File: src/sv/dbt_pkg.sv
package dbt_pkg;

  typedef enum logic [2:0] {
    K_END       = 3'd0,
    K_IDENT     = 3'd1,
    K_ARROW     = 3'd2,
    K_STRING    = 3'd3,
    K_DIRECTIVE = 3'd4,
    K_INT       = 3'd5,
    K_SINGLE    = 3'd6,
    K_UNTERM    = 3'd7
  } kind_t;

  typedef enum logic [2:0] {
    M_IDLE      = 3'd0,
    M_SLASH     = 3'd1,
    M_COMMENT   = 3'd2,
    M_DASH      = 3'd3,
    M_INT       = 3'd4,
    M_IDENT     = 3'd5,
    M_STRING    = 3'd6,
    M_DIRECTIVE = 3'd7
  } mode_t;

  typedef logic [7:0] byte_t;

  localparam byte_t CH_NUL        = 8'h00;
  localparam byte_t CH_TAB        = 8'h09;
  localparam byte_t CH_NEWLINE    = 8'h0A;
  localparam byte_t CH_VTAB       = 8'h0B;
  localparam byte_t CH_FORMFEED   = 8'h0C;
  localparam byte_t CH_RETURN     = 8'h0D;
  localparam byte_t CH_SPACE      = 8'h20;
  localparam byte_t CH_QUOTE      = 8'h22;
  localparam byte_t CH_HASH       = 8'h23;
  localparam byte_t CH_DASH       = 8'h2D;
  localparam byte_t CH_SLASH      = 8'h2F;
  localparam byte_t CH_ZERO       = 8'h30;
  localparam byte_t CH_NINE       = 8'h39;
  localparam byte_t CH_GREATER    = 8'h3E;
  localparam byte_t CH_UPPER_A    = 8'h41;
  localparam byte_t CH_UPPER_Z    = 8'h5A;
  localparam byte_t CH_UNDERSCORE = 8'h5F;
  localparam byte_t CH_LOWER_A    = 8'h61;
  localparam byte_t CH_LOWER_Z    = 8'h7A;

  function automatic logic is_digit(byte_t c);
    return (c >= CH_ZERO) && (c <= CH_NINE);
  endfunction

  function automatic logic is_word(byte_t c);
    return is_digit(c) || ((c >= CH_UPPER_A) && (c <= CH_UPPER_Z)) ||
           ((c >= CH_LOWER_A) && (c <= CH_LOWER_Z)) || (c == CH_UNDERSCORE);
  endfunction

  function automatic logic is_space(byte_t c);
    return (c == CH_SPACE) || (c == CH_TAB) || (c == CH_NEWLINE) ||
           (c == CH_VTAB) || (c == CH_FORMFEED) || (c == CH_RETURN);
  endfunction

endpackage

File: src/sv/dsl_byte_tokenizer_unit.sv
// Streaming lexer: one text byte per request in, tokens out in text order. Whitespace and
// comments give no token; a byte that ends a run, a lone slash or a lone dash can give two
// tokens. The unit takes one byte every cycle while it does not stall: a byte sits in the
// input register, is scanned there and its tokens enter a four-entry result queue, from
// which they are presented. The queue drains one token per cycle while out_stall is low;
// input stalls only while the queue has fewer than two free entries. A zero byte ends the
// text with an end token (inside a string, with an unterminated token instead), and
// offset and line then restart at zero and one.
module dsl_byte_tokenizer_unit #(
  parameter int OFFSET_BITS = 24,
  parameter int LINE_BITS   = 16
) (
  input  logic                   clk,
  input  logic                   rst,
  input  logic                   in_valid,
  output logic                   in_stall,
  input  logic [7:0]             text_byte,
  output logic                   out_valid,
  input  logic                   out_stall,
  output dbt_pkg::kind_t         token_kind,
  output logic [7:0]             char_code,
  output logic [OFFSET_BITS-1:0] start_offset,
  output logic [OFFSET_BITS-1:0] token_length,
  output logic [LINE_BITS-1:0]   line_number,
  output logic                   last
);

  import dbt_pkg::*;

  localparam int LEN_LO   = LINE_BITS;
  localparam int START_LO = LINE_BITS + OFFSET_BITS;
  localparam int CODE_LO  = LINE_BITS + 2 * OFFSET_BITS;
  localparam int KIND_LO  = CODE_LO + 8;
  localparam int LAST_BIT = KIND_LO + 3;
  localparam int TW       = LAST_BIT + 1;

  // Input register.
  logic  in_full;
  byte_t in_byte;
  logic  accept;
  logic  fire;
  logic  room;

  // Scanner state.
  mode_t                  mode,     mode_next;
  logic [OFFSET_BITS-1:0] tok_start, tok_start_next;
  logic [LINE_BITS-1:0]   tok_line,  tok_line_next;
  logic [OFFSET_BITS-1:0] byte_pos,  byte_pos_next;
  logic [LINE_BITS-1:0]   cur_line,  cur_line_next;

  logic [OFFSET_BITS-1:0] pos_inc;
  logic [OFFSET_BITS-1:0] run_len;
  logic                   fresh;
  logic                   cont;

  logic                   emit_a, emit_b;
  kind_t                  kind_a, kind_b;
  byte_t                  code_a, code_b;
  logic [OFFSET_BITS-1:0] len_a,  len_b;
  logic [TW-1:0]          tok_a,  tok_b;

  logic [1:0]    wr_count;
  logic [TW-1:0] wr_data0;
  logic [TW-1:0] rd_data;
  logic [2:0]    fifo_count;

  function automatic logic [TW-1:0] pack_token(logic lst, kind_t k, byte_t cd,
                                               logic [OFFSET_BITS-1:0] st,
                                               logic [OFFSET_BITS-1:0] ln,
                                               logic [LINE_BITS-1:0] lin);
    return {lst, k, cd, st, ln, lin};
  endfunction

  assign room     = (fifo_count <= 3'd2);
  assign fire     = in_full && room;
  assign in_stall = in_full && !fire;
  assign accept   = in_valid && !in_stall;

  always_ff @(posedge clk) begin
    if (rst) begin
      in_full <= 1'b0;
    end else begin
      in_full <= accept || (in_full && !fire);
    end
  end

  always_ff @(posedge clk) begin
    if (accept) begin
      in_byte <= text_byte;
    end
  end

  assign pos_inc = byte_pos + OFFSET_BITS'(1);
  assign run_len = byte_pos - tok_start;

  always_comb begin
    mode_next      = mode;
    tok_start_next = tok_start;
    tok_line_next  = tok_line;
    byte_pos_next  = byte_pos;
    cur_line_next  = cur_line;
    fresh          = 1'b0;
    cont           = 1'b0;
    emit_a         = 1'b0;
    kind_a         = K_SINGLE;
    code_a         = CH_NUL;
    len_a          = run_len;
    emit_b         = 1'b0;
    kind_b         = K_SINGLE;
    code_b         = CH_NUL;
    len_b          = '0;

    // Token that closes the pending construct, if any.
    unique case (mode)
      M_INT, M_IDENT, M_DIRECTIVE: begin
        cont = (mode == M_INT) ? is_digit(in_byte) : is_word(in_byte);
        if (cont) begin
          byte_pos_next = pos_inc;
        end else begin
          emit_a    = 1'b1;
          kind_a    = (mode == M_INT) ? K_INT : ((mode == M_IDENT) ? K_IDENT : K_DIRECTIVE);
          mode_next = M_IDLE;
          fresh     = 1'b1;
        end
      end
      M_STRING: begin
        if (in_byte == CH_QUOTE) begin
          emit_a        = 1'b1;
          kind_a        = K_STRING;
          len_a         = run_len + OFFSET_BITS'(1);
          byte_pos_next = pos_inc;
          mode_next     = M_IDLE;
        end else if ((in_byte == CH_NUL) || (in_byte == CH_NEWLINE)) begin
          // The terminating byte is swallowed and the scanner restarts.
          emit_a         = 1'b1;
          kind_a         = K_UNTERM;
          mode_next      = M_IDLE;
          tok_start_next = '0;
          tok_line_next  = LINE_BITS'(1);
          byte_pos_next  = '0;
          cur_line_next  = LINE_BITS'(1);
        end else begin
          byte_pos_next = pos_inc;
        end
      end
      M_DASH: begin
        emit_a    = 1'b1;
        mode_next = M_IDLE;
        if (in_byte == CH_GREATER) begin
          kind_a        = K_ARROW;
          len_a         = OFFSET_BITS'(2);
          byte_pos_next = pos_inc;
        end else begin
          kind_a = K_SINGLE;
          code_a = CH_DASH;
          len_a  = OFFSET_BITS'(1);
          fresh  = 1'b1;
        end
      end
      M_SLASH: begin
        if (in_byte == CH_SLASH) begin
          mode_next     = M_COMMENT;
          byte_pos_next = pos_inc;
        end else begin
          emit_a    = 1'b1;
          kind_a    = K_SINGLE;
          code_a    = CH_SLASH;
          len_a     = OFFSET_BITS'(1);
          mode_next = M_IDLE;
          fresh     = 1'b1;
        end
      end
      M_COMMENT: begin
        if ((in_byte == CH_NEWLINE) || (in_byte == CH_NUL)) begin
          mode_next = M_IDLE;
          fresh     = 1'b1;
        end else begin
          byte_pos_next = pos_inc;
        end
      end
      M_IDLE: begin
        fresh = 1'b1;
      end
    endcase

    // A fresh byte sees the unadvanced position, so no chaining of adders is needed.
    if (fresh) begin
      priority if (in_byte == CH_NUL) begin
        emit_b         = 1'b1;
        kind_b         = K_END;
        mode_next      = M_IDLE;
        tok_start_next = '0;
        tok_line_next  = LINE_BITS'(1);
        byte_pos_next  = '0;
        cur_line_next  = LINE_BITS'(1);
      end else if (is_space(in_byte)) begin
        if ((in_byte == CH_NEWLINE) && !(&cur_line)) begin
          cur_line_next = cur_line + LINE_BITS'(1);
        end
        byte_pos_next = pos_inc;
      end else if ((in_byte == CH_SLASH) || (in_byte == CH_DASH) || is_word(in_byte) ||
                   (in_byte == CH_HASH) || (in_byte == CH_QUOTE)) begin
        priority if (in_byte == CH_SLASH) begin
          mode_next = M_SLASH;
        end else if (in_byte == CH_DASH) begin
          mode_next = M_DASH;
        end else if (is_digit(in_byte)) begin
          mode_next = M_INT;
        end else if (is_word(in_byte)) begin
          mode_next = M_IDENT;
        end else if (in_byte == CH_HASH) begin
          mode_next = M_DIRECTIVE;
        end else begin
          mode_next = M_STRING;
        end
        tok_start_next = byte_pos;
        tok_line_next  = cur_line;
        byte_pos_next  = pos_inc;
      end else begin
        emit_b        = 1'b1;
        kind_b        = K_SINGLE;
        code_b        = in_byte;
        len_b         = OFFSET_BITS'(1);
        byte_pos_next = pos_inc;
      end
    end
  end

  always_ff @(posedge clk) begin
    if (rst) begin
      mode      <= M_IDLE;
      tok_start <= '0;
      tok_line  <= LINE_BITS'(1);
      byte_pos  <= '0;
      cur_line  <= LINE_BITS'(1);
    end else if (fire) begin
      mode      <= mode_next;
      tok_start <= tok_start_next;
      tok_line  <= tok_line_next;
      byte_pos  <= byte_pos_next;
      cur_line  <= cur_line_next;
    end
  end

  assign tok_a = pack_token(!emit_b, kind_a, code_a, tok_start, len_a, tok_line);
  assign tok_b = pack_token(1'b1, kind_b, code_b, byte_pos, len_b, cur_line);

  assign wr_count = fire ? ({1'b0, emit_a} + {1'b0, emit_b}) : 2'd0;
  assign wr_data0 = emit_a ? tok_a : tok_b;

  dbt_token_fifo #(
    .WIDTH (TW)
  ) u_fifo (
    .clk      (clk),
    .rst      (rst),
    .wr_count (wr_count),
    .wr_data0 (wr_data0),
    .wr_data1 (tok_b),
    .rd_pop   (out_valid && !out_stall),
    .rd_valid (out_valid),
    .rd_data  (rd_data),
    .count    (fifo_count)
  );

  assign last         = rd_data[LAST_BIT];
  assign token_kind   = kind_t'(rd_data[LAST_BIT-1:KIND_LO]);
  assign char_code    = rd_data[KIND_LO-1:CODE_LO];
  assign start_offset = rd_data[CODE_LO-1:START_LO];
  assign token_length = rd_data[START_LO-1:LEN_LO];
  assign line_number  = rd_data[LEN_LO-1:0];

  a_queue_bound: assert property (@(posedge clk) disable iff (rst)
    fifo_count <= 3'd4)
    else $error("token queue count exceeds its depth");

  a_stall_only_full: assert property (@(posedge clk) disable iff (rst)
    in_stall |-> (in_full && !room))
    else $error("input stalled without a blocked byte");

  a_end_restarts: assert property (@(posedge clk) disable iff (rst)
    (fire && emit_b && (kind_b == K_END)) |=>
      ((byte_pos == '0) && (cur_line == LINE_BITS'(1)) && (mode == M_IDLE)))
    else $error("end token did not restart the scanner");

  a_line_nonzero: assert property (@(posedge clk) disable iff (rst)
    (cur_line != '0) && (tok_line != '0))
    else $error("line counter reached zero");

endmodule

File: src/sv/dbt_token_fifo.sv
module dbt_token_fifo #(
  parameter int WIDTH = 76
) (
  input  logic             clk,
  input  logic             rst,
  input  logic [1:0]       wr_count,
  input  logic [WIDTH-1:0] wr_data0,
  input  logic [WIDTH-1:0] wr_data1,
  input  logic             rd_pop,
  output logic             rd_valid,
  output logic [WIDTH-1:0] rd_data,
  output logic [2:0]       count
);

  localparam int DEPTH = 4;

  logic [WIDTH-1:0] mem [DEPTH];
  logic [1:0]       wr_ptr;
  logic [1:0]       rd_ptr;
  logic [1:0]       wr_ptr_plus1;

  assign wr_ptr_plus1 = wr_ptr + 2'd1;
  assign rd_valid     = (count != 3'd0);
  assign rd_data      = mem[rd_ptr];

  always_ff @(posedge clk) begin
    if (wr_count != 2'd0) begin
      mem[wr_ptr] <= wr_data0;
    end
    if (wr_count == 2'd2) begin
      mem[wr_ptr_plus1] <= wr_data1;
    end
  end

  always_ff @(posedge clk) begin
    if (rst) begin
      wr_ptr <= '0;
      rd_ptr <= '0;
      count  <= '0;
    end else begin
      wr_ptr <= wr_ptr + wr_count;
      rd_ptr <= rd_ptr + {1'b0, rd_pop};
      count  <= count + {1'b0, wr_count} - {2'b00, rd_pop};
    end
  end

endmodule
File: config.mk
export PLATFORM = sky130hd
export DESIGN_NAME = dsl_byte_tokenizer_unit
export DESIGN_NICKNAME = d
export VERILOG_FILES = /design/src/sv/dbt_pkg.sv /design/src/sv/dsl_byte_tokenizer_unit.sv /design/src/sv/dbt_token_fifo.sv
export SDC_FILE = /design/constraint.sdc
export NUM_CORES = 1
export LEC_CHECK = 0
export BUFFER_PORTS_ARGS = -buffer_cell sky130_fd_sc_hd__buf_4
export CORE_MARGIN = 1
export CORE_UTILIZATION = 45
export CTS_CLUSTER_DIAMETER = 200
export DETAILED_ROUTE_END_ITERATION = 7
export GPL_ROUTABILITY_DRIVEN = 0
export SKIP_CTS_REPAIR_TIMING = 1
export SLEW_MARGIN = 5
export SYNTH_ARGS = -nofsm -noshare
export SYNTH_HDL_FRONTEND = slang
export SYNTH_HIERARCHICAL = 1
export SYNTH_SLANG_ARGS = --single-unit
File: constraint.sdc
create_clock -name clk -period 10.5 [get_ports clk]
set_clock_uncertainty 0.05 [all_clocks]
set_input_delay 1.05 -clock clk [delete_from_list [all_inputs] [get_ports clk]]
set_output_delay 1.05 -clock clk [all_outputs]
set_load 0.005 [all_outputs]
==> run summary <==
Status: finished clean
Fmax: 0.164 GHz
Core footprint: 48,800 µm²
Critical path type: register to register
Crit path time final: 6080 ps
Final Util: 0.514
Rows: 81
Proportion of layout cells with a drive suffix above 1: 0.287
H-tree depth: 2
Avg WL per Cell: 21.1 µm
Initial antenna violation count: 0
Synthesized flop and latch total: 403
Max-cap check violation count: 0
Top post-synthesis cells by count: edfxtp_1 (312), mux2_2 (246), nand2_1 (155)
Total global routing overflow: 0
Max transition margin: 0.195
First-pass GRT wire length: 85.3 mm
Avg Cell Area, Syn: 12.9 µm²
Sequential share of power: 0.438
Max IR drop VDD: 0.000109 V
Sw Pwr: 0.00110 W
Worst Setup End Kind: register
Register Area: 11,200 µm²
Post-synthesis sequential area ratio: 0.504
Slew Limit Fails: 0
First DRT Iteration DRCs: 1,019
Final Net Count: 1,921
Largest net degree at the start of global routing: 82
Clock power frac: 0.372
Most frequent cell after synthesis: edfxtp_1
Post-route ant nets: 0
Worst path cell trace: nor4_1, nand3_1, a211oi_1, or3_4, nor2b_4, nor2b_1, ha_1, inv_1, nor2_1, o21bai_1, o21ai_4, buf_4
Ports: 90
Number of global-route vias before repair: 14,758
Number of remaining DRC errors: 0
Multi-input gate area: 10,600 µm²
Leakage: 9.12 nW
Post-route insts no fill: 2,575
Detailed Route WL: 54.4 mm
Asr flop ratio synth: 0
Mapped Area: 22,200 µm²
Endpoint, Worst Hold: tok_line[3]
R2r worst-path depth: 12
Die area: 50,200 µm²
Synth Instances: 1,726
Startpoint class of the critical path: register
Die Y: 224 µm
Die width: 224 µm
Worst min-delay path class: register to register
Clock root cell: clkbuf_16
Ys flop type: edfxtp_1
Dpl cells: 2,492
CP max-delay cell: o21ai_4
Layout fillers: 4,301
N_diodes: 0
Finish-stage setup viols: 0
R2r endpoint: u_fifo/mem[0][4]
Drt pass-1 iters: 5
Setup tns final: 0 ps
Max clock buf depth: 3
Hold Crit Start: tok_line[3]
Via count: 14,448
Area grow syn2layout: 13.1%
Syn. warnings: 6
Cell variety after synth: 97
Via-to-Cell Ratio: 5.61
Max FO, Critical Path: 54
Port bufs: 89
Final period util: 0.580
Hold Violations, Final: 0
Slowest stage delay, CP: 790 ps
Clk slew on worst S/H paths: 60 ps
Num Clock Sinks: 403
Switch share: 0.258
Clock Latency Late Sink: 570 ps
Largest area contributor in the netlist: edfxtp_1
Cell internal pwr: 0.00317 W
Worst Tran Pin Value: 1200 ps
Required @ worst endpoint: 10,650 ps
Gate power share: 0.191
Worst flop-to-flop path startpoint: in_byte[4]
Power per standard cell area: 170 nW/µm²
CTS tree: yes
RSZ-0062 raised after global routing: no
Crit path DAT: 6230 ps
Starting Density: 0.454
Number of enable flip-flop cells after synthesis: 312
Share of the synthesized area in the top cell type: 0.422
GRT Total Usage: 0.220
Worst hold path depth: 1
Dpl hpwl: 34.0 mm
Cts bufs inserted: 45
R2r setup slk: 4420 ps
Synth top area cells: edfxtp_1 (42%), mux2_2 (12%), dfxtp_1 (8.2%)
kinds of logic after synthesis:
logic type,count (synthesis),share of synthesized area
flops,403,0.504
other cells,2,0.000338
fa+ha+maj,34,0.0198
mux,382,0.234
buf+inv,152,0.0376
compound gates,265,0.0825
simple gates,433,0.0988
xor+xnor,55,0.0230
through the flow:
stage	setup slack [ps]	area, µm²	power, W	hold slack (ps)
after global routing	3990	25100	0.00445	435
after detailed placement	4430	23600	0.00274	404
after CTS	4420	25100	0.00433	426
after floorplan	1420	22600	0.00240	377
final	4420	25100	0.00427	422
after global placement	4680	23600	0.00272	390
layout by cell type, fill, tap and decap left out, types with 23 or more instances in the layout:
cell type  count
mux4_2        76
xor2_1        30
mux2_1        48
clkbuf_16     46
inv_1         45
a21oi_1       56
edfxtp_1     312
nand2_1      155
xnor2_1       23
o21ai_0       66
a22o_1        39
buf_4        110
dfxtp_1       89
nand3_1       35
conb_1       100
nor2_1        83
ha_1          32
mux2_2       246
power by group through the flow:
| stage | Combinational (W) | Sequential [W] | Clock, W |
|---|---|---|---|
| final | 0.000814 | 0.00187 | 0.00159 |
| after global routing | 0.000885 | 0.00188 | 0.00168 |
| after CTS | 0.000834 | 0.00187 | 0.00163 |
| after detailed placement | 0.000830 | 0.00191 | 0 |
| after global placement | 0.000824 | 0.00190 | 0 |
| after floorplan | 0.000535 | 0.00187 | 0 |
routing by layer:
layer,wire length [µm],track usage
met5,0,0
met4,1490,0.0773
met3,2160,0.0252
met2,26400,0.370
met1,24400,0.294
layout make-up:
class	instances	share of cell area
Clock buffer	61	0.0501
Multi-Input combinational cell	1269	0.422
Tap cell	664	0.0331
Inverter	46	0.00688
Sequential cell	403	0.446
Clock inverter	22	0.00882
Timing Repair Buffer	110	0.0329
worst max-delay path: cells and delay by family (launching register included):
kind            cells  cell delay, ps
compound gates      3            1490
flops               1             520
simple gates        6            2340
fa+ha+maj           1             260
buf+inv             2             880
registers in the layout, indices dropped and copies added, names as in the netlist:
name / count
cur_line: 16
u_fifo/wr_ptr: 2
in_byte: 8
u_fifo/rd_ptr: 2
u_fifo/mem: 304
tok_line: 16
mode: 3
tok_start: 24
u_fifo/count: 3
in_full: 1
byte_pos: 24
worst max path at each step:
stage / startpoint / to / slack [ps] / cells past startpoint
after detailed placement: in_byte[4] / u_fifo/mem[0][26] / 4430 / 12
after floorplan: in_byte[4] / u_fifo/mem[0][0] / 1420 / 11
after global routing: in_byte[4] / u_fifo/mem[0][44] / 3990 / 12
after CTS: in_byte[4] / u_fifo/mem[0][44] / 4420 / 12
after global placement: in_byte[4] / u_fifo/mem[0][28] / 4680 / 12
final: in_byte[4] / u_fifo/mem[0][4] / 4420 / 12
Power figures use the tool's default switching activity.
